===== src/hw/rtl/pbm_pkg.sv =====
// Shared types, constants and helpers for the pixel blend pipeline.
package pbm_pkg;

  typedef enum logic [2:0] {
    MODE_TRANS     = 3'd0,
    MODE_DARKEN    = 3'd1,
    MODE_LIGHTEN   = 3'd2,
    MODE_ALPHA_ADD = 3'd3,
    MODE_ALPHA_SUB = 3'd4
  } blend_mode_e;

  localparam logic [2:0]  REG_BLEND_MODE = 3'd0;
  localparam logic [10:0] HUE_HALF = 11'd768;
  localparam logic [11:0] HUE_FULL = 12'd1536;
  localparam logic [10:0] HUE_GREEN = 11'd512;
  localparam logic [10:0] HUE_BLUE = 11'd1024;
  localparam logic [15:0] SQ_MAX = 16'd65025;
  localparam logic [7:0]  CH_MAX = 8'd255;
  localparam int          RECIP_SHIFT = 24;

  // index 0 red, 1 green, 2 blue
  typedef logic [2:0][7:0] rgb_t;

  typedef struct packed {
    logic [10:0] h;
    logic [7:0]  s;
    logic [7:0]  v;
  } hsv_t;

  typedef struct packed {
    logic [31:0] src;
    logic [7:0]  t;
    logic [2:0]  mode;
  } side_t;

  // floor(x / 255) for x up to 65025, by reciprocal multiply
  function automatic logic [7:0] div255(input logic [15:0] x);
    logic [32:0] p;
    p = {17'd0, x} * 33'd32897;
    return p[30:23];
  endfunction

endpackage


===== src/hw/rtl/pbm_lanes.sv =====
// Mix, lighten and alpha modes, two register stages.
module pbm_lanes (
  input  logic           clk_i,
  input  logic           en_i,
  input  pbm_pkg::side_t side_i,
  input  pbm_pkg::rgb_t  dst_i,
  output logic [31:0]    res_o
);
  import pbm_pkg::*;

  rgb_t             s_in;
  logic [2:0][8:0]  sd;
  logic [2:0][7:0]  mag;

  always_comb begin
    s_in = side_i.src[23:0];
    for (int k = 0; k < 3; k++) begin
      sd[k]  = {1'b0, s_in[k]} - {1'b0, dst_i[k]};
      mag[k] = sd[k][8] ? 8'(-sd[k]) : sd[k][7:0];
    end
  end

  // stage 1
  logic [2:0][15:0] tp_q, lp_q;
  logic [2:0]       neg_q;
  rgb_t             s_q, d_q;
  logic [7:0]       sa_q;
  logic [15:0]      pa_q, ps_q;
  logic [2:0]       mode_q;

  always_ff @(posedge clk_i) begin
    if (en_i) begin
      for (int k = 0; k < 3; k++) begin
        tp_q[k]  <= {8'd0, side_i.t} * {8'd0, mag[k]};
        lp_q[k]  <= {8'd0, dst_i[k]} * {8'd0, CH_MAX - side_i.t};
        neg_q[k] <= sd[k][8];
      end
      s_q    <= s_in;
      d_q    <= dst_i;
      sa_q   <= side_i.src[31:24];
      pa_q   <= {8'd0, side_i.src[31:24]} * {8'd0, side_i.t};
      ps_q   <= {8'd0, CH_MAX - side_i.src[31:24]} * {8'd0, side_i.t};
      mode_q <= side_i.mode;
    end
  end

  // stage 2
  rgb_t            tr, lt;
  logic [2:0][8:0] ls;
  logic [7:0]      q;
  logic [31:0]     res, res_q;

  always_comb begin
    for (int k = 0; k < 3; k++) begin
      q     = div255(tp_q[k]);
      tr[k] = neg_q[k] ? d_q[k] - q : d_q[k] + q;
      ls[k] = {1'b0, s_q[k]} + {1'b0, div255(lp_q[k])};
      lt[k] = ls[k][8] ? CH_MAX : ls[k][7:0];
    end
    case (mode_q)
      MODE_LIGHTEN:   res = {sa_q, lt};
      MODE_ALPHA_ADD: res = {div255(pa_q), s_q};
      MODE_ALPHA_SUB: res = {CH_MAX - div255(ps_q), s_q};
      default:        res = {sa_q, tr};
    endcase
  end

  always_ff @(posedge clk_i) begin
    if (en_i) res_q <= res;
  end

  assign res_o = res_q;
endmodule


===== config.mk =====
export PLATFORM = sky130hd
export DESIGN_NAME = pbm_lanes
export DESIGN_NICKNAME = d
export VERILOG_FILES = /design/src/hw/rtl/pbm_pkg.sv /design/src/hw/rtl/pbm_lanes.sv
export SDC_FILE = /design/constraint.sdc
export NUM_CORES = 2
export LEC_CHECK = 0
export BUFFER_PORTS_ARGS = -buffer_cell sky130_fd_sc_hd__buf_2
export CAP_MARGIN = 20
export CORE_UTILIZATION = 60
export CTS_CLUSTER_SIZE = 20
export DETAILED_ROUTE_END_ITERATION = 7
export GPL_TIMING_DRIVEN = 1
export HOLD_SLACK_MARGIN = 0.03
export PLACE_DENSITY = 0.77
export SLEW_MARGIN = 20
export SYNTH_ARGS = -nofsm -noshare
export SYNTH_HDL_FRONTEND = slang
export SYNTH_SLANG_ARGS = --single-unit

===== constraint.sdc =====
create_clock -name clk_i -period 6.85 [get_ports clk_i]
set_input_delay 0.685 -clock clk_i [delete_from_list [all_inputs] [get_ports clk_i]]
set_output_delay 0.685 -clock clk_i [all_outputs]
set_load 0.01 [all_outputs]

==> summary.md <==
| Metric | Value |
|---|---|
| Status | finished with violations |
| Violated checks | DRC |
| Die height | 247.1 um |
| Internal | 10.66 mW |
| Crit path max-delay cell type | fa_1 |
| DRC viols | 44 |
| Mapped Cells | 3651 |
| Yosys Warn Count | 0 |
| Mapped Area | 0.03605 mm2 |
| Fin crit share | 95.41% |
| DP HPWL | 65.96 mm |
| Cell variety after synth | 85 |
| Drt pass-1 iters | 7 |
| NetSw | 9.400 mW |
| Core box area | 0.05924 mm2 |
| Max-Slew Margin vs Limit | 29.47% |
| Synth area leader | ha_1 |
| Setup ws final | 0.3144 ns |
| Clock power share | 8.3% |
| P per Cell Area | 507.3 mW/mm2 |
| Sum Neg Setup Slack | 0 ns |
| Detail Route Antenna Nets | 0 |
| Worst Reg-to-Reg Cells | 23 |
| Mapped Nets | 4892 |
| Switching share of total power | 46.86% |
| H-tree levels | 1 |
| Port Buf Inserts | 100 |
| FILL cells | 4612 |
| Post-synth EDFFs | 222 |
| CTS buffer count | 30 |
| Sequential area share after synthesis | 18.49% |
| Total Nets Final | 5098 |
| Pins Over Slew Limit | 0 |
| Worst slack, placed | -0.4011 ns |
| Clk_skew | 0.01258 ns |
| P&R area growth vs syn | 9.687% |
| Global route overflow | 0 |
| RSZ-0062 raised after global routing | true |
| Die area | 0.06107 mm2 |
| Final hold violations | 0 |
| Worst-case clock buffer depth | 3 |
| Yosys top cell area share | 30.37% |
| Final count of negative-setup-slack endpoints | 0 |
| Share of cells above drive strength 1 | 9.149% |
| First-pass GRT wire length | 134.2 mm |
| Worst setup EP type | flip-flop |
| Slowest stage delay, CP | 0.53 ns |
| WHS Endpoint | mode_q[0] |
| R2R Path Start | tp_q[30] |
| Number of global-route vias before repair | 27335 |
| Largest net degree at the start of global routing | 128 |
| Max Cap Viol | 0 |
| Min Clock Period, post-route | 6.536 ns |
| Total number of vias | 26659 |
| Critical path arrival | 6.86 ns |
| F_max | 0.1530 GHz |
| Power share of the combinational group | 77.2% |
| Startpoint types | input pin |
| Top FF cell, synth | edfxtp_1 |
| Number of buffers and inverters on the critical path | 8 |
| Per-cell routed wire length | 17.69 um |
| Final WL | 82.35 mm |
| Reg power frac | 14.5% |
| Die width | 247.1 um |
| CTS tree | done |
| Leak | 19.98 nW |
| TritonCTS Sinks | 222 |
| Site Rows | 89 |
| First DRT Iteration DRCs | 1405 |
| Hold wc startpoint | side_i[0] |
| Vias/cell | 5.726 |
| Worst Hold Class | in -> reg |
| Initial core utilization | 60.85% |
| Ys async rst share | 0% |
| Final instance area | 0.03954 mm2 |
| Global-route usage over all layers | 27.55% |
| Worst R2R End | res_o[15] |
| Flop2flop setup slack | 0.68 ns |
| Worst-Margin Slew | 1.058 ns |
| Syn Area/Cell | 9.874 um2 |
| Routability cong. | 0.8671 |
| VDD IR max | 0.4849 mV |
| Yosys reg bits | 222 |
| Initial antenna violation count | 5 |
| Largest cells by area after synthesis | ha_1, edfxtp_1, fa_1 |
| I/O Pins | 101 |
| Hold Path Stages | 1 |
| Critical Path Fanout Max | 7 |
| Worst skew pair latency | 0.59 ns |
| CP Class | in -> reg |
| Worst EP required | 7.18 ns |
| Clock root buffer | clkbuf_16 |
| Clk pin slew, worst setup/hold paths | 0.05 ns |
| Dpl cell area | 0.03840 mm2 |
| Top delay family on crit path | adder cells |
==> worst register-to-register path: stages (launching register included) <==
cell and delay [ns]:
edfxtp_1 0.54, ha_1 0.35, ha_1 0.30, ha_1 0.30
ha_1 0.31, ha_1 0.37, nand3_1 0.13, nor2_1 0.05
a22oi_1 0.40, a21oi_1 0.19, nor2_1 0.14, xor2_1 0.27
ha_1 0.28, a21oi_1 0.33, ha_1 0.30, nor2b_1 0.13
o21ai_0 0.20, a21boi_0 0.22, o21ai_0 0.27, a21o_1 0.18
and3_1 0.20, nor3_1 0.05, a221oi_1 0.33, nand2_1 0.10
==> synthesized netlist by cell type (19+ instances only) <==
| library cell | n |
|---|---|
| a21boi_0 | 54 |
| a21o_1 | 53 |
| a21oi_1 | 118 |
| and2_1 | 70 |
| clkbuf_1 | 70 |
| edfxtp_1 | 222 |
| fa_1 | 297 |
| ha_1 | 875 |
| inv_1 | 515 |
| nand2_1 | 157 |
| nand2b_1 | 153 |
| nand3_1 | 27 |
| nor2_1 | 249 |
| nor2b_1 | 154 |
| nor3_1 | 25 |
| o211ai_1 | 20 |
| o21a_1 | 23 |
| o21ai_0 | 101 |
| o21bai_1 | 23 |
| o41ai_1 | 19 |
| xnor2_1 | 150 |
| xor2_1 | 52 |
==> logic make-up (layout without fill, tap and decap cells) <==
family | after synthesis | after routing | synth area share [%]
xor+xnor | 202 | 202 | 4.908
simple gates | 899 | 899 | 12.72
mux | 4 | 4 | 0.1249
compound gates | 555 | 555 | 10.58
other cells | 0 | 3 | 0
flops | 222 | 222 | 18.49
buf+inv | 596 | 825 | 6.286
fa+ha+maj | 1173 | 1173 | 46.89
==> final cells by class <==
cell class	count	area (um2)	share of cell area [%]
Clock inverter	22	251.5	0.6360
Clock buffer	33	783.3	1.981
Sequential cell	222	6666	16.86
Antenna cell	3	7.507	0.01899
Multi-Input combinational cell	2833	27220	68.83
Tap cell	773	967.2	2.446
Inverter	517	1941	4.908
Timing Repair Buffer	253	1709	4.322
==> registers in the layout, summed over array words and instances (netlist names), 8 cells and up <==
register / cells
tp_q: 48
s_q: 24
res_o: 32
pa_q: 16
sa_q: 8
ps_q: 16
lp_q: 48
d_q: 24
==> worst max path at each step <==
stage,from,endpoint,cells past startpoint
2_1_floorplan,dst_i[17],tp_q[47],26
3_3_place_gp,side_i[19],tp_q[31],29
3_5_place_dp,side_i[19],tp_q[31],29
4_1_cts,dst_i[0],tp_q[15],26
5_1_grt,dst_i[0],tp_q[14],33
6_report,side_i[19],tp_q[30],30
==> layer usage <==
layer / up-vias / track usage [%] / part of all wire, %
li1: 12907 / - / -
met5: - / 0 / 0.050
met4: 6 / 9.386 / 3.3
met2: 588 / 47.97 / 49
met1: 12995 / 34.77 / 42
met3: 163 / 3.951 / 5.6
==> metrics by stage <==
| step | util, % | total power, mW | hold slack [ns] | instances |
|---|---|---|---|---|
| final | 66.75 | 20.06 | 0.2783 | 4656 |
| after detailed placement | 64.82 | 18.22 | 0.5419 | 4596 |
| after global routing | 66.73 | 22.47 | 0.2670 | 4653 |
| after global placement | 64.82 | 17.74 | 0.5202 | 4596 |
| after CTS | 66.57 | 20.14 | 0.2616 | 4651 |
| after floorplan | - | 14.15 | 0.5036 | 3651 |
==> power by group through the flow <==
stage / Combinational, mW / Clock (mW) / Sequential, mW
6_report: 15.5 / 1.66 / 2.91
5_1_grt: 17.8 / 1.73 / 2.96
2_1_floorplan: 11.4 / 0 / 2.75
4_1_cts: 15.5 / 1.68 / 2.91
3_5_place_dp: 15.3 / 0 / 2.93
3_3_place_gp: 14.8 / 0 / 2.92
==> placed cells by master, fill, tap and decap left out, drive strengths merged, types with 33 or more instances in the layout <==
master  count
and2       70
a21oi     119
xor2       52
fa        297
a21boi     56
a21o       54
buf       253
nand2     159
nor2      249
clkbuf     33
inv       518
nor2b     154
nand2b    153
ha        875
xnor2     150
o21ai     107
edfxtp    222
==> repair_timing <==
item                                    CTS  global route
setup buffers                             0             2
resized for setup                         0            27
endpoints found under the setup margin    0            11
hold buffers                              0             0
endpoints found under the hold margin     0             0
Power figures use the tool's default switching activity.
