$ cat src/hw/rtl/pbm_pkg.sv
// Shared types, constants and helpers for the pixel blend pipeline.
package pbm_pkg;

  typedef enum logic [2:0] {
    MODE_TRANS     = 3'd0,
    MODE_DARKEN    = 3'd1,
    MODE_LIGHTEN   = 3'd2,
    MODE_ALPHA_ADD = 3'd3,
    MODE_ALPHA_SUB = 3'd4
  } blend_mode_e;

  localparam logic [2:0]  REG_BLEND_MODE = 3'd0;
  localparam logic [10:0] HUE_HALF = 11'd768;
  localparam logic [11:0] HUE_FULL = 12'd1536;
  localparam logic [10:0] HUE_GREEN = 11'd512;
  localparam logic [10:0] HUE_BLUE = 11'd1024;
  localparam logic [15:0] SQ_MAX = 16'd65025;
  localparam logic [7:0]  CH_MAX = 8'd255;
  localparam int          RECIP_SHIFT = 24;

  // index 0 red, 1 green, 2 blue
  typedef logic [2:0][7:0] rgb_t;

  typedef struct packed {
    logic [10:0] h;
    logic [7:0]  s;
    logic [7:0]  v;
  } hsv_t;

  typedef struct packed {
    logic [31:0] src;
    logic [7:0]  t;
    logic [2:0]  mode;
  } side_t;

  // floor(x / 255) for x up to 65025, by reciprocal multiply
  function automatic logic [7:0] div255(input logic [15:0] x);
    logic [32:0] p;
    p = {17'd0, x} * 33'd32897;
    return p[30:23];
  endfunction

endpackage

$ cat src/hw/rtl/pbm_darken.sv
// Darken tail: scale turned colour and subtract from source, two stages.
module pbm_darken (
  input  logic          clk_i,
  input  logic          en_i,
  input  pbm_pkg::rgb_t c_i,
  input  pbm_pkg::rgb_t src_i,
  input  logic [7:0]    u_i,
  output pbm_pkg::rgb_t rgb_o
);
  import pbm_pkg::*;

  logic [2:0][15:0] p_q;
  rgb_t             src_q, d, rgb_q;
  logic [2:0][8:0]  dif;

  always_ff @(posedge clk_i) begin
    if (en_i) begin
      for (int k = 0; k < 3; k++) p_q[k] <= {8'd0, c_i[k]} * {8'd0, u_i};
      src_q <= src_i;
    end
  end

  always_comb begin
    for (int k = 0; k < 3; k++) begin
      dif[k] = {1'b0, src_q[k]} - {1'b0, div255(p_q[k])};
      d[k]   = dif[k][8] ? '0 : dif[k][7:0];
    end
  end

  always_ff @(posedge clk_i) begin
    if (en_i) rgb_q <= d;
  end

  assign rgb_o = rgb_q;
endmodule

$ cat config.mk
export PLATFORM = sky130hd
export DESIGN_NAME = pbm_darken
export DESIGN_NICKNAME = d
export VERILOG_FILES = /design/src/hw/rtl/pbm_pkg.sv /design/src/hw/rtl/pbm_darken.sv
export SDC_FILE = /design/constraint.sdc
export NUM_CORES = 1
export LEC_CHECK = 0
export BUFFER_PORTS_ARGS = -buffer_cell sky130_fd_sc_hd__buf_2
export CAP_MARGIN = 20
export CORE_ASPECT_RATIO = 2
export CORE_UTILIZATION = 31
export DETAILED_ROUTE_END_ITERATION = 8
export PLACE_DENSITY = 0.54
export SETUP_SLACK_MARGIN = 0.1
export SLEW_MARGIN = 0
export SYNTH_ARGS = -nofsm -noshare
export SYNTH_HDL_FRONTEND = slang
export SYNTH_SLANG_ARGS = --single-unit
$ cat constraint.sdc
create_clock -name clk_i -period 11.1 [get_ports clk_i]
set_input_delay 0 -clock clk_i [delete_from_list [all_inputs] [get_ports clk_i]]
set_output_delay 0 -clock clk_i [all_outputs]
set_load 0.05 [all_outputs]
==> results of run 1 <==
layout make-up:
| class | count | area share |
|---|---|---|
| Antenna cell | 3 | 0.000487 |
| Clock buffer | 9 | 0.0146 |
| Clock inverter | 6 | 0.00292 |
| Inverter | 194 | 0.0472 |
| Multi-Input combinational cell | 1062 | 0.660 |
| Sequential cell | 96 | 0.187 |
| Tap cell | 555 | 0.0450 |
| Timing Repair Buffer | 106 | 0.0425 |
metrics by stage:
stage          cell area [sq um]   util
2_1_floorplan              13900      -
3_3_place_gp               14900  0.337
3_5_place_dp               14900  0.337
4_1_cts                    15400  0.349
5_1_grt                    15400  0.349
6_report                   15400  0.349
worst max-delay path: stages, from the launching register on:
cell	delay, ns
edfxtp_1	0.51
ha_1	0.33
ha_1	0.33
ha_1	0.33
ha_1	0.30
ha_1	0.31
a31oi_1	0.21
nor2b_1	0.07
o21ai_0	0.15
nand2b_1	0.07
a211oi_1	0.52
xnor2_1	0.19
ha_1	0.19
inv_1	0.05
fa_1	0.40
a21o_1	0.18
a21oi_1	0.21
o21bai_1	0.10
a21oi_1	0.26
o21ai_0	0.11
a21oi_1	0.42
nor3_1	0.12
final timing paths:
| check | depth (start not counted) | endpoint | from | slack [ns] |
|---|---|---|---|---|
| hold / removal | 2 | p_q[0] | c_i[0] | 0.03 |
| hold reg to reg | 3 | rgb_o[0] | src_q[0] | 0.76 |
| setup / recovery | 21 | rgb_o[19] | p_q[44] | 5.48 |
| setup reg to reg | 21 | rgb_o[19] | p_q[44] | 5.48 |
cells in the mapped netlist (all sizes together), types with 7 or more instances:
library cell / n
and2: 177
clkbuf: 17
nor2b: 11
ha: 324
edfxtp: 96
xnor2: 46
a21boi: 8
a31oi: 10
a21oi: 50
inv: 194
nor2: 40
nand2: 72
xor2: 22
nor3: 24
a211oi: 7
o21ai: 29
o21a: 10
nand4: 9
nor3b: 7
and3: 7
a21o: 18
nand3: 12
fa: 111
state kept, by name, indices dropped and copies added (netlist names):
register / count
p_q: 48
rgb_o: 24
src_q: 24
where the power goes:
group | leakage (nW) | total, W | internal, W | switching [W]
logic | 6.53 | 0.00283 | 0.00124 | 0.00159
clock network | 0.131 | 0.000297 | 0.000152 | 0.000145
registers | 0.953 | 0.000719 | 0.000603 | 0.000116
total | 7.61 | 0.00385 | 0.00199 | 0.00185
layer usage:
metal / part of all wire / GRT usage
met5: 0.00040 / 0
met1: 0.37 / 0.144
met4: 0.024 / 0.0514
met2: 0.58 / 0.285
met3: 0.026 / 0.0182
timing repair:
item	4_1_cts	5_1_grt
endpoints found under the hold margin	24	0
endpoints found under the setup margin	0	0
hold buffers	24	0
cells by family after synthesis:
kind of cell / Yosys count
multiplexers: 2
AO/OA/AOI/OAI: 166
adder cells (fa/ha/maj): 435
buffers and inverters: 211
flip-flops: 96
AND/OR/NAND/NOR: 391
XOR/XNOR: 68
==> metrics, run 1 <==
status complete, no violations; DR pass1 iterations 4; overall routing resource usage 0.142; Synth Area in XOR/XNOR 0.0430; CTS tree done; initial antenna violation count 2; number of flops mapped to enable cells by yosys 96; Inst Count DP 1989; post-synthesis mux area share 0.00144; setup_tns 0 ns; synthesized area 13900 sq um; clock-pin slew on the worst setup and hold paths 0.07 ns; Synth area leader ha_1; most common cell after layout, fill and taps aside ha_1; fmax 178 MHz; unrepaired setup endpoints after global routing no; top-area cell type share of the netlist area 0.293; Hold Fails Final Rpt 0; TritonCTS Buffers 9; # H-tree levels 3; vias after detailed routing 9822; Pwr Density 249 nW/um^2; most common flop cell mapped by yosys edfxtp_1; worst-margin pin slew 0.840 ns; clk_skew 0.00747 ns; max-slew violations 0; largest family of logic cells by synthesized area adder cells; Post-Route WL 29800 um; layout cells sized above 1 0.0747; Crit. End Element flop; final setup violation count 0; area of the multi-input gates 10200 sq um; Ports 82; initial drt markers 237; Final WS setup 5.48 ns; Leak 7.61 nW; most frequent cells in the layout ha_1 (324), inv_1 (194), and2_1 (176), fa_1 (111), edfxtp_1 (96); Syn. warnings 0; Initial Util 0.314; pin count of the biggest net entering global routing 61; Synth Area in Simple Gates 0.158; first-pass GRT wire length 50900 um; Mapped Avg Cell Area 10.1 sq um; Slew HR 0.440; sequential cell area 2880 sq um; post-CTS resize count 0; core area 44200 sq um; post-detailed-route count of antenna-violating nets 0; reported max-cap violation count 0; DR DRC count 0; Final nets 1962; async set-reset flop share out of synthesis 0; Num Clock Sinks 96; Pwr Total 0.00385 W; Die X 152 um; Setup CP Type reg -> reg; Area growth, synth to finish 11.3%; Seq/Total Area, Yosys 0.208; #FFs+latches synth 96; GRT overflow 0; data required time at the worst endpoint 11.21 ns; post-DP HPWL 24900 um; Netlist cell types 67; Worst Path Arrival 5.73 ns; worst skew pair latency 0.38 ns; Max VDD drop 0.000104 V; Post-Layout Cell Count 2031; fin crit period 5.62 ns; Die H 301 um; PortBufs 81; vias in the first global route 10626; adder-cell area share of the yosys netlist 0.453; Final Cycle Share 0.506; Syn Inst Count 1369; root buffer cell clkbuf_16; FP Rows 109; Fin Hold WS 0.0250 ns; Syn Nets 1862; Final GP Congestion 0.846; Tightest Hold Check Type in -> reg; Routed WL per cell 14.6 um; Compound-Gate Fraction of Synth Area 0.0798; startpoint types flop; highest net fanout along the worst path 7; Vias/cell 4.84; clk buf depth 2; setup repair bufs after CTS 0; pre-CTS setup slack 5.47 ns; Synth area leaders ha_1 (29%), edfxtp_1 (21%), fa_1 (16%), and2_1 (7.9%), inv_1 (5.3%); FILL cells 4577; Die ar. 45600 sq um
(Power assumes the default switching activity.)
==> run 2: changes to the inputs <==
--- a/config.mk
+++ b/config.mk
@@ -10,7 +10,7 @@
 export CORE_ASPECT_RATIO = 2
 export CORE_UTILIZATION = 31
 export DETAILED_ROUTE_END_ITERATION = 8
-export PLACE_DENSITY = 0.54
+export PLACE_DENSITY = 0.56
 export SETUP_SLACK_MARGIN = 0.1
 export SLEW_MARGIN = 0
 export SYNTH_ARGS = -nofsm -noshare
==> constraint.sdc (replaced) <==
create_clock -name clk_i -period 5.15 [get_ports clk_i]
set_input_delay 0 -clock clk_i [delete_from_list [all_inputs] [get_ports clk_i]]
set_output_delay 0 -clock clk_i [all_outputs]
set_load 0.05 [all_outputs]
==> run 2 against run 1 <==
- routed wire length grew 0.77%
- design area grew 2.6%
- sequential share of layout area is 0.47 points lower
- critical path type unchanged
- via count is 1.2% higher
- count of clock-buffer cells in the layout unchanged
- worst hold slack improved by 0.0084 ns
==> metrics, run 2 (synthesis results as in run 1) <==
status complete, no violations; FILL cells 4502; final core utilization 0.358; Initial Util 0.314; reported max-cap violation count 0; Die ar. 45600 sq um; Final nets 2002; worst-margin pin slew 0.722 ns; fmax 200 MHz; # H-tree levels 3; unrepaired setup endpoints after global routing yes; vias after detailed routing 9943; Slew HR 0.519; CTS tree done; initial antenna violation count 2; Max VDD drop 0.000260 V; Vias/cell 4.80; first-pass GRT wire length 49700 um; most common cell after layout, fill and taps aside ha_1; reg-to-reg setup timing slack 0.14 ns; WP buf/inv 0; R2R cell count 20; reg2reg end rgb_o[15]; Fin Hold WS 0.0334 ns; crit path from p_q[28]; Crit path largest cell delay 0.40 ns; Die H 301 um; Crit. End Element flop; layout cells sized above 1 0.115; initial drt markers 251; clock-pin slew on the worst setup and hold paths 0.07 ns; CP endpoint rgb_o[15]; max-slew violations 0; Hold Fails Final Rpt 0; highest net fanout along the worst path 4; overall routing resource usage 0.140; root buffer cell clkbuf_16; Final GP Congestion 0.819; post-DP HPWL 24900 um; pre-CTS setup slack -0.0919 ns; setup_tns 0 ns; DR pass1 iterations 4; Final WS setup 0.145 ns; core area 44200 sq um; fin crit period 5.01 ns; vias in the first global route 10683; Num Clock Sinks 96; max reg flops 48; reg2reg start p_q[28]; most frequent cells in the layout ha_1 (322), inv_1 (193), and2_1 (176), fa_1 (109), edfxtp_1 (96); Routed WL per cell 14.5 um; DR DRC count 0; data required time at the worst endpoint 5.27 ns; Pwr Total 0.00880 W; CP max stage cell edfxtp_1; Worst path depth 20; clk_skew 0.00692 ns; Tightest Hold Check Type in -> reg; TritonCTS Buffers 9; pin count of the biggest net entering global routing 56; GRT overflow 0; crit path cell chain ha_1 > ha_1 > ha_1 > ha_1 > ha_1 > and4_1 > a221oi_2 > o22ai_2 > or2_1 > o21a_1 > nor2_2 > xor2_2 > ha_1 > nor2b_1 > o21ai_1 > a21boi_1 > o21ai_1 > a21boi_2 > o2111ai_1 > or3b_1; Leak 7.83 nW; largest delay contributor family on the critical path adder cells; min-delay src c_i[8]; Pwr Density 556 nW/um^2; Die X 152 um; post-detailed-route count of antenna-violating nets 0; Top cell by count, worst path ha_1; Area growth, synth to finish 14.2%; PortBufs 81; Final Cycle Share 0.972; Setup CP Type reg -> reg; FP Rows 109; Post-Route WL 30000 um; Top reg by flops p_q; Ports 82; final setup violation count 0; Worst Path Arrival 5.13 ns; clk buf depth 2; worst skew pair latency 0.38 ns; startpoint types flop; hold depth 2
## run 2: cell types whose count changed in the layout (fill, tap and decap cells not counted), sizes merged
cell,change
clkinv,-1
buf,+40
diode,-2
inv,+2
## run 2: stage by stage
stage                     cells  instance area, sq um
after floorplan            1369                 13900
after global placement     2014                 15100
after detailed placement   2014                 15100
after CTS                  2056                 15700
after global routing       2070                 15800
final                      2070                 15800
## run 2: worst min-delay path by stage
stage                     slack (ns)         to
after floorplan                  0.1   src_q[0]
after global placement          0.18  src_q[19]
after detailed placement        0.18  src_q[11]
after CTS                       0.01    p_q[16]
after global routing            0.05    p_q[16]
final                           0.03    p_q[16]
## run 2: area by class of cell
| type | instances | area [sq um] | area share |
|---|---|---|---|
| diodes | 1 | 2.50 | 0.000158 |
| clock buffers | 9 | 225 | 0.0142 |
| clock inverters | 7 | 53.8 | 0.00340 |
| inverters | 194 | 728 | 0.0460 |
| multi-input cells | 1062 | 10300 | 0.650 |
| flip-flops and latches | 96 | 2880 | 0.182 |
| well taps | 555 | 694 | 0.0439 |
| repair buffers | 146 | 956 | 0.0604 |
## run 2: where the power goes
group          internal (W)  total [W]  switching, W
clock network      0.000334   0.000668      0.000334
logic               0.00298    0.00665       0.00367
registers           0.00130    0.00148      0.000185
total               0.00461    0.00880       0.00419
## run 2: timing repair
action / 4_1_cts / 5_1_grt
buffers inserted: 2 / 13
hold buffers: 24 / 0
cloned: 0 / 0
hold endpoints to repair: 24 / 0
endpoints found under the setup margin: 16 / 24
resized for setup: 8 / 25
pin swaps: 2 / 29
## run 2: per-layer routing
metal | share of wire | track usage
met1 | 0.37 | 0.138
met2 | 0.58 | 0.283
met3 | 0.027 | 0.0211
met4 | 0.020 | 0.0471
met5 | 0.00027 | 0
