**src/hw/rtl/pbm_pkg.sv**
```systemverilog
// Shared types, constants and helpers for the pixel blend pipeline.
package pbm_pkg;

  typedef enum logic [2:0] {
    MODE_TRANS     = 3'd0,
    MODE_DARKEN    = 3'd1,
    MODE_LIGHTEN   = 3'd2,
    MODE_ALPHA_ADD = 3'd3,
    MODE_ALPHA_SUB = 3'd4
  } blend_mode_e;

  localparam logic [2:0]  REG_BLEND_MODE = 3'd0;
  localparam logic [10:0] HUE_HALF = 11'd768;
  localparam logic [11:0] HUE_FULL = 12'd1536;
  localparam logic [10:0] HUE_GREEN = 11'd512;
  localparam logic [10:0] HUE_BLUE = 11'd1024;
  localparam logic [15:0] SQ_MAX = 16'd65025;
  localparam logic [7:0]  CH_MAX = 8'd255;
  localparam int          RECIP_SHIFT = 24;

  // index 0 red, 1 green, 2 blue
  typedef logic [2:0][7:0] rgb_t;

  typedef struct packed {
    logic [10:0] h;
    logic [7:0]  s;
    logic [7:0]  v;
  } hsv_t;

  typedef struct packed {
    logic [31:0] src;
    logic [7:0]  t;
    logic [2:0]  mode;
  } side_t;

  // floor(x / 255) for x up to 65025, by reciprocal multiply
  function automatic logic [7:0] div255(input logic [15:0] x);
    logic [32:0] p;
    p = {17'd0, x} * 33'd32897;
    return p[30:23];
  endfunction

endpackage

```
**src/hw/rtl/pbm_hsv_back.sv**
```systemverilog
// HSV back to RGB, four register stages.
module pbm_hsv_back (
  input  logic          clk_i,
  input  logic          en_i,
  input  pbm_pkg::hsv_t hsv_i,
  output pbm_pkg::rgb_t rgb_o
);
  import pbm_pkg::*;

  // stage 3: products
  logic [15:0] psf_q, psg_q, pvs_q;
  logic [2:0]  sec3_q;
  logic [7:0]  s3_q, v3_q;

  always_ff @(posedge clk_i) begin
    if (en_i) begin
      psf_q  <= {8'd0, hsv_i.s} * {8'd0, hsv_i.h[7:0]};
      psg_q  <= {8'd0, hsv_i.s} * {8'd0, CH_MAX - hsv_i.h[7:0]};
      pvs_q  <= {8'd0, hsv_i.v} * {8'd0, CH_MAX - hsv_i.s};
      sec3_q <= hsv_i.h[10:8];
      s3_q   <= hsv_i.s;
      v3_q   <= hsv_i.v;
    end
  end

  // stage 4: scale down
  logic [7:0] x4_q, iy4_q, iz4_q, s4_q, v4_q;
  logic [2:0] sec4_q;

  always_ff @(posedge clk_i) begin
    if (en_i) begin
      x4_q   <= div255(pvs_q);
      iy4_q  <= div255(SQ_MAX - psf_q);
      iz4_q  <= div255(SQ_MAX - psg_q);
      sec4_q <= sec3_q;
      s4_q   <= s3_q;
      v4_q   <= v3_q;
    end
  end

  // stage 5: products
  logic [15:0] py5_q, pz5_q;
  logic [7:0]  x5_q, s5_q, v5_q;
  logic [2:0]  sec5_q;

  always_ff @(posedge clk_i) begin
    if (en_i) begin
      py5_q  <= {8'd0, v4_q} * {8'd0, iy4_q};
      pz5_q  <= {8'd0, v4_q} * {8'd0, iz4_q};
      x5_q   <= x4_q;
      s5_q   <= s4_q;
      v5_q   <= v4_q;
      sec5_q <= sec4_q;
    end
  end

  // stage 6: scale down and pick by sector
  logic [7:0] y, z;
  rgb_t       c, rgb_q;

  always_comb begin
    y = div255(py5_q);
    z = div255(pz5_q);
    case (sec5_q)
      3'd1:    c = {x5_q, v5_q, y};
      3'd2:    c = {z, v5_q, x5_q};
      3'd3:    c = {v5_q, y, x5_q};
      3'd4:    c = {v5_q, x5_q, z};
      3'd5:    c = {y, x5_q, v5_q};
      default: c = {x5_q, z, v5_q};
    endcase
    if (s5_q == '0) c = {v5_q, v5_q, v5_q};
  end

  always_ff @(posedge clk_i) begin
    if (en_i) rgb_q <= c;
  end

  assign rgb_o = rgb_q;
endmodule

```
**config.mk**
```make
export PLATFORM = sky130hd
export DESIGN_NAME = pbm_hsv_back
export DESIGN_NICKNAME = d
export VERILOG_FILES = /design/src/hw/rtl/pbm_pkg.sv /design/src/hw/rtl/pbm_hsv_back.sv
export SDC_FILE = /design/constraint.sdc
export NUM_CORES = 1
export LEC_CHECK = 0
export BUFFER_PORTS_ARGS = -buffer_cell sky130_fd_sc_hd__buf_2
export CORE_UTILIZATION = 35
export DETAILED_ROUTE_END_ITERATION = 10
export GPL_ROUTABILITY_DRIVEN = 0
export GPL_TIMING_DRIVEN = 0
export PLACE_DENSITY = 0.6
export SETUP_SLACK_MARGIN = 0.1
export SLEW_MARGIN = 20
export SYNTH_ARGS = -nofsm -noshare
export SYNTH_HDL_FRONTEND = slang
export SYNTH_SLANG_ARGS = --single-unit
```
**constraint.sdc**
```tcl
create_clock -name clk_i -period 11.53 [get_ports clk_i]
set_clock_uncertainty 0.2 [all_clocks]
set_input_delay 0.5765 -clock clk_i [delete_from_list [all_inputs] [get_ports clk_i]]
set_output_delay 0.5765 -clock clk_i [all_outputs]
set_load 0.01 [all_outputs]
```
==> results of run 1 <==
==> metal layers <==
metal  track usage  vias to the layer above  wire [um]  part of all wire
met4        0.0475                        0       1200             0.024
met5             0                        -          0                 0
met1         0.194                     8057      23100              0.47
met3        0.0204                       89       1910             0.039
li1              -                     8028          -                 -
met2         0.257                      374      23300              0.47
==> cell families (layout without fill, tap and decap cells) <==
kind of cell | count (synthesis) | count (layout) | share of synthesized area
fa+ha+maj | 663 | 663 | 0.408
buf+inv | 344 | 430 | 0.0547
mux | 3 | 3 | 0.00132
compound gates | 282 | 282 | 0.0828
flops | 193 | 193 | 0.245
simple gates | 668 | 668 | 0.154
xor+xnor | 142 | 142 | 0.0536
==> synth_stat cells, types with 7 or more instances <==
master | n | area share
xnor2_1 | 97 | 0.036
nand2_1 | 125 | 0.020
nand4_1 | 13 | 0.0034
a21boi_0 | 12 | 0.0038
inv_1 | 296 | 0.047
a21oi_1 | 70 | 0.015
a41oi_1 | 7 | 0.0026
ha_1 | 482 | 0.26
or3_1 | 7 | 0.0019
xor2_1 | 42 | 0.016
nor3_1 | 30 | 0.0064
o21a_1 | 10 | 0.0032
clkbuf_1 | 46 | 0.0073
fa_1 | 180 | 0.15
a21o_1 | 15 | 0.0048
o211ai_1 | 11 | 0.0035
a211oi_1 | 7 | 0.0022
and2_1 | 181 | 0.048
nand3_1 | 32 | 0.0068
a221oi_1 | 8 | 0.0030
nor2_1 | 85 | 0.014
nand2b_1 | 47 | 0.012
or2_2 | 8 | 0.0021
o21ai_0 | 50 | 0.011
nor2b_1 | 111 | 0.029
edfxtp_1 | 193 | 0.25
and3_1 | 9 | 0.0024
==> critical path, cell delays in order (launching register included) <==
cell and delay, ps:
edfxtp_1 460, or4_1 620, nor2_1 240, a21oi_1 120, xor2_1 610, inv_1 160, ha_1 340, ha_1 290
ha_1 300, ha_1 300, ha_1 310, nand4_1 130, o221ai_1 150, a21oi_1 250, nor4b_1 400, a211oi_2 160
o22ai_1 300, a211oi_1 150, xor2_1 190
==> layout make-up <==
class,instances,area (um2),share of cell area
clock buffer,17,425,0.0166
sequential,193,5800,0.226
timing repair buffer,54,325,0.0127
inverter,296,1110,0.0434
multi-input combinational,1758,16500,0.645
buffer,48,181,0.00708
tap,864,1080,0.0422
clock inverter,15,173,0.00674
==> flip-flops by register name, summed over array words and instances (netlist names), 8 cells and up <==
register	count
py5_q	16
x4_q	8
v5_q	8
psf_q	16
s5_q	8
psg_q	16
iz4_q	8
pz5_q	16
rgb_o	24
x5_q	8
iy4_q	8
s3_q	8
pvs_q	16
s4_q	8
v3_q	8
v4_q	8
==> path summary, 6_finish.rpt <==
check,to,slack (ps)
max,iy4_q[7]$_DFFE_PP_,5550
min,sec3_q[2]$_DFFE_PP_,100
max reg2reg,iy4_q[7]$_DFFE_PP_,5550
min reg2reg,v4_q[1]$_DFFE_PP_,220
==> through the flow <==
step / worst slack, ps / hold slack (ps) / util / instances / cell area (um2)
after floorplan: 6400 / 200 / - / 2295 / 23600
after global placement: 5690 / 202 / 0.377 / 3211 / 25000
after detailed placement: 5540 / 205 / 0.378 / 3213 / 25000
after CTS: 5500 / 67.2 / 0.387 / 3245 / 25600
after global routing: 5170 / 69.7 / 0.387 / 3245 / 25600
final: 5550 / 95.7 / 0.387 / 3245 / 25600
==> metrics.md, run 1 <==
| Metric | Value |
|---|---|
| Final wirelength | 49500 um |
| Core area | 66200 um2 |
| Worst path arrival time | 5970 ps |
| Area growth syn-to-layout | 8.49% |
| CP required | 11520 ps |
| Die H | 262 um |
| Synthesized area | 23600 um2 |
| Critical path class | flop to flop |
| FMAX | 167 MHz |
| Worst Hold Depth | 1 |
| EDFF count, synth | 193 |
| Max_cap viols | 0 |
| Hold_sp | hsv_i[26] |
| Measured slew at the worst slew-check pin | 875 ps |
| Syn Inst Count | 2295 |
| Most common cell after layout, fill and taps aside | ha_1 |
| Max Transition Viols Final | 0 |
| Initial antenna violation count | 0 |
| Die area | 68500 um2 |
| CP Max Fanout | 6 |
| Clk buf depth | 2 |
| Initial drt markers | 813 |
| Final setup viols | 0 |
| Global-route usage over all layers | 0.150 |
| Root Driver | clkbuf_16 |
| # DRC | 0 |
| Postcts setup bufs | 0 |
| Syn_nets | 2986 |
| Initial Utilization | 0.357 |
| Routed len/inst | 15.3 um |
| Dpl hpwl | 40600 um |
| Total CTS buffers | 17 |
| Hold Vio Cnt, Final | 0 |
| Die Width | 262 um |
| Critical Path Source | psf_q[1]$_DFFE_PP_ |
| Fill cell total of the finished layout | 6497 |
| Hold_buf cts | 0 |
| Total grt overflow | 0 |
| Total clock sinks | 193 |
| Worst setup SP type | flop |
| ANT nets after route | 0 |
| Minimum clock period | 5980 ps |
| Diodes inserted | 0 |
| Unrepaired setup endpoints after global routing | no |
| Fin nets | 3059 |
| Ports | 53 |
| Synth Area per Inst | 10.3 um2 |
| FFs w/ async S/R, synth | 0 |
| Element type at the critical path end | flop |
| Via count | 16548 |
| Seq cells post-synth | 193 |
| Vias in the first global route | 17001 |
| Worst-skew pair later-pin latency | 460 ps |
| Layout cells sized above 1 | 0.0458 |
| Period Utilization, post-route | 0.518 |
| Via-per-instance ratio | 5.10 |
| Synth unique cells | 77 |
| R2R depth | 18 |
| Most used DFF post-synth | edfxtp_1 |
| Register area share after synthesis | 0.245 |
| CTS tree | built |
| Setup_tns | 0 ps |
| Slew margin rel. | 0.412 |
| I/O Buffers | 52 |
| Post_cts resized | 0 |
| Rows | 94 |
| Most frequent cells in the layout | 482 x ha_1, 296 x inv_1, 193 x edfxtp_1 |
| Drt first pass iters | 9 |
| Status | completed |
| Largest net degree at the start of global routing | 84 |
| Synth Warn # | 0 |
| RR Startpoint | psf_q[1]$_DFFE_PP_ |
| H-Tree Depth | 4 |
| CTS clk-pin slew, worst paths | 70 ps |
| Worst hold path class | input port to flop |
| First-pass GRT wire length | 82700 um |
Power of run 1 is not shown: default switching activity piles up to over one toggle a cycle in this logic, so the estimate is an artifact.
==> run 2: changes to the inputs <==
- clock period: 11.53 -> 6.15 ns (I/O delays scaled with it)
==> run 2 against run 1 <==
Critical path depth decreased by 1; fmax increased by 5.9%; hold slack got worse by 63 ps; sequential share of layout area decreased by 0.18 points; critical endpoint unchanged; highest routed layer unchanged.
==> metrics.md, run 2 (synthesis results as in run 1) <==
| Metric | Value |
|---|---|
| Initial drt markers | 876 |
| I/O Buffers | 52 |
| CP max stage delay | 620 ps |
| Final wirelength | 49600 um |
| # DRC | 0 |
| FMAX | 177 MHz |
| Worst setup SP type | flop |
| Design Area, Final | 25800 um2 |
| Total clock sinks | 193 |
| Dpl hpwl | 40600 um |
| Worst path depth | 17 |
| Worst path arrival time | 5640 ps |
| Fill cell total of the finished layout | 6482 |
| Flop2flop setup slack | 510 ps |
| CP Max Fanout | 6 |
| CTS tree | built |
| H-Tree Depth | 4 |
| CTS clk-pin slew, worst paths | 80 ps |
| Rows | 94 |
| Status | completed |
| CP required | 6140 ps |
| Worst path bufs/invs | 1 |
| R2r endpoint | iy4_q[7]$_DFFE_PP_ |
| Max FFs per register | 24 |
| Global-route usage over all layers | 0.150 |
| Cell mode on critical path | ha_1 |
| Most frequent cells in the layout | 482 x ha_1, 296 x inv_1, 193 x edfxtp_1 |
| Critical Path Source | psf_q[1]$_DFFE_PP_ |
| Clk buf depth | 2 |
| Core area | 66200 um2 |
| Most common cell after layout, fill and taps aside | ha_1 |
| Ports | 53 |
| Critical path class | flop to flop |
| Root Driver | clkbuf_16 |
| Unrepaired setup endpoints after global routing | no |
| Die area | 68500 um2 |
| Element type at the critical path end | flop |
| First-pass GRT wire length | 82900 um |
| Fin nets | 3077 |
| Routed len/inst | 15.2 um |
| R2R depth | 17 |
| Minimum clock period | 5640 ps |
| Worst hold path class | input port to flop |
| Top delay family on crit path | compound AO/OA/AOI/OAI gates |
| Worst-skew pair later-pin latency | 460 ps |
| Via-per-instance ratio | 5.09 |
| Die H | 262 um |
| Postcts setup bufs | 0 |
| Measured slew at the worst slew-check pin | 882 ps |
| Total CTS buffers | 17 |
| Dpl cell area | 25000 um2 |
| Vias in the first global route | 17094 |
| Initial antenna violation count | 0 |
| Final setup viols | 0 |
| Worst setup endpoint | iy4_q[7]$_DFFE_PP_ |
| Worst-path cell with the longest stage delay | or4_1 |
| RR Startpoint | psf_q[1]$_DFFE_PP_ |
| Setup_tns | 0 ps |
| Slew margin rel. | 0.408 |
| Layout cells sized above 1 | 0.0467 |
| Drt first pass iters | 8 |
| Crit-path cells | or4_1 > nor2_1 > a21oi_1 > xor2_2 > inv_1 > ha_1 > ha_1 > ha_1 > ha_1 > ha_1 > nand4_1 > a2111oi_0 > o31ai_1 > a211oi_2 > o22ai_1 > a211oi_1 > xor2_1 |
| Period Utilization, post-route | 0.918 |
| Die Width | 262 um |
| Largest net degree at the start of global routing | 84 |
| Hold Vio Cnt, Final | 0 |
| Via count | 16615 |
| Max_cap viols | 0 |
| Max Transition Viols Final | 0 |
| ANT nets after route | 0 |
| Total grt overflow | 0 |
| Area growth syn-to-layout | 9.35% |
| Initial Utilization | 0.357 |
## run 2: changes by cell type in the layout (fill, tap and decap cells not counted)
cell / change
nor4b_1: -1
nor4b_2: +1
xor2_1: -2
dlygate4sd3_1: +18
xor2_2: +2
diode_2: +1
## run 2: cell type report
class / count / area, um2 / share of cell area
antenna: 1 / 2.50 / 0.0000969
buffer: 48 / 181 / 0.00703
clock buffer: 17 / 425 / 0.0165
clock inverter: 15 / 173 / 0.00669
inverter: 296 / 1110 / 0.0430
multi-input combinational: 1758 / 16500 / 0.641
sequential: 193 / 5800 / 0.224
tap: 864 / 1080 / 0.0419
timing repair buffer: 72 / 505 / 0.0196
## run 2: worst min-delay path by stage
stage | from | end | slack [ps] | depth (start not counted)
final | hsv_i[8] | s3_q[0]$_DFFE_PP_ | 30 | 1
after global routing | hsv_i[8] | s3_q[0]$_DFFE_PP_ | 8 | 1
after CTS | hsv_i[9] | s3_q[1]$_DFFE_PP_ | 0.6 | 1
after detailed placement | s3_q[0]$_DFFE_PP_ | s4_q[0]$_DFFE_PP_ | 200 | 0
after global placement | v3_q[4]$_DFFE_PP_ | v4_q[4]$_DFFE_PP_ | 200 | 0
after floorplan | s3_q[0]$_DFFE_PP_ | s4_q[0]$_DFFE_PP_ | 200 | 0
## run 2: per-stage QoR
step | util | instances | setup WS [ps] | hold slack (ps)
3_5_place_dp | 0.378 | 3213 | 159 | 205
2_1_floorplan | - | 2295 | 1020 | 200
6_report | 0.390 | 3264 | 505 | 32.5
3_3_place_gp | 0.377 | 3211 | 315 | 202
4_1_cts | 0.390 | 3263 | 125 | 0.647
5_1_grt | 0.390 | 3263 | 137 | 8.48
## run 2: layer usage
layer / vias up / global-route usage / share of wire
li1: 8060 / - / -
met1: 8092 / 0.194 / 0.46
met2: 392 / 0.258 / 0.47
met3: 71 / 0.0203 / 0.040
met4: 0 / 0.0473 / 0.021
met5: - / 0 / 0
## run 2: worst register-to-register path, cell delays in order (launching register included)
cell       delay, ps
edfxtp_1         470
or4_1            620
nor2_1           250
a21oi_1          150
xor2_2           390
inv_1            130
ha_1             320
ha_1             290
ha_1             300
ha_1             300
ha_1             290
nand4_1          130
a2111oi_0        430
o31ai_1          210
a211oi_2         280
o22ai_1          190
a211oi_1         300
xor2_1           120
## run 2: what timing repair did
item | in CTS | in global routing
gates resized for setup | 0 | 3
hold endpoints to repair | 47 | 0
setup endpoints to repair | 0 | 4
hold buffers | 18 | 0
Power of run 2 is left out for the same reason.
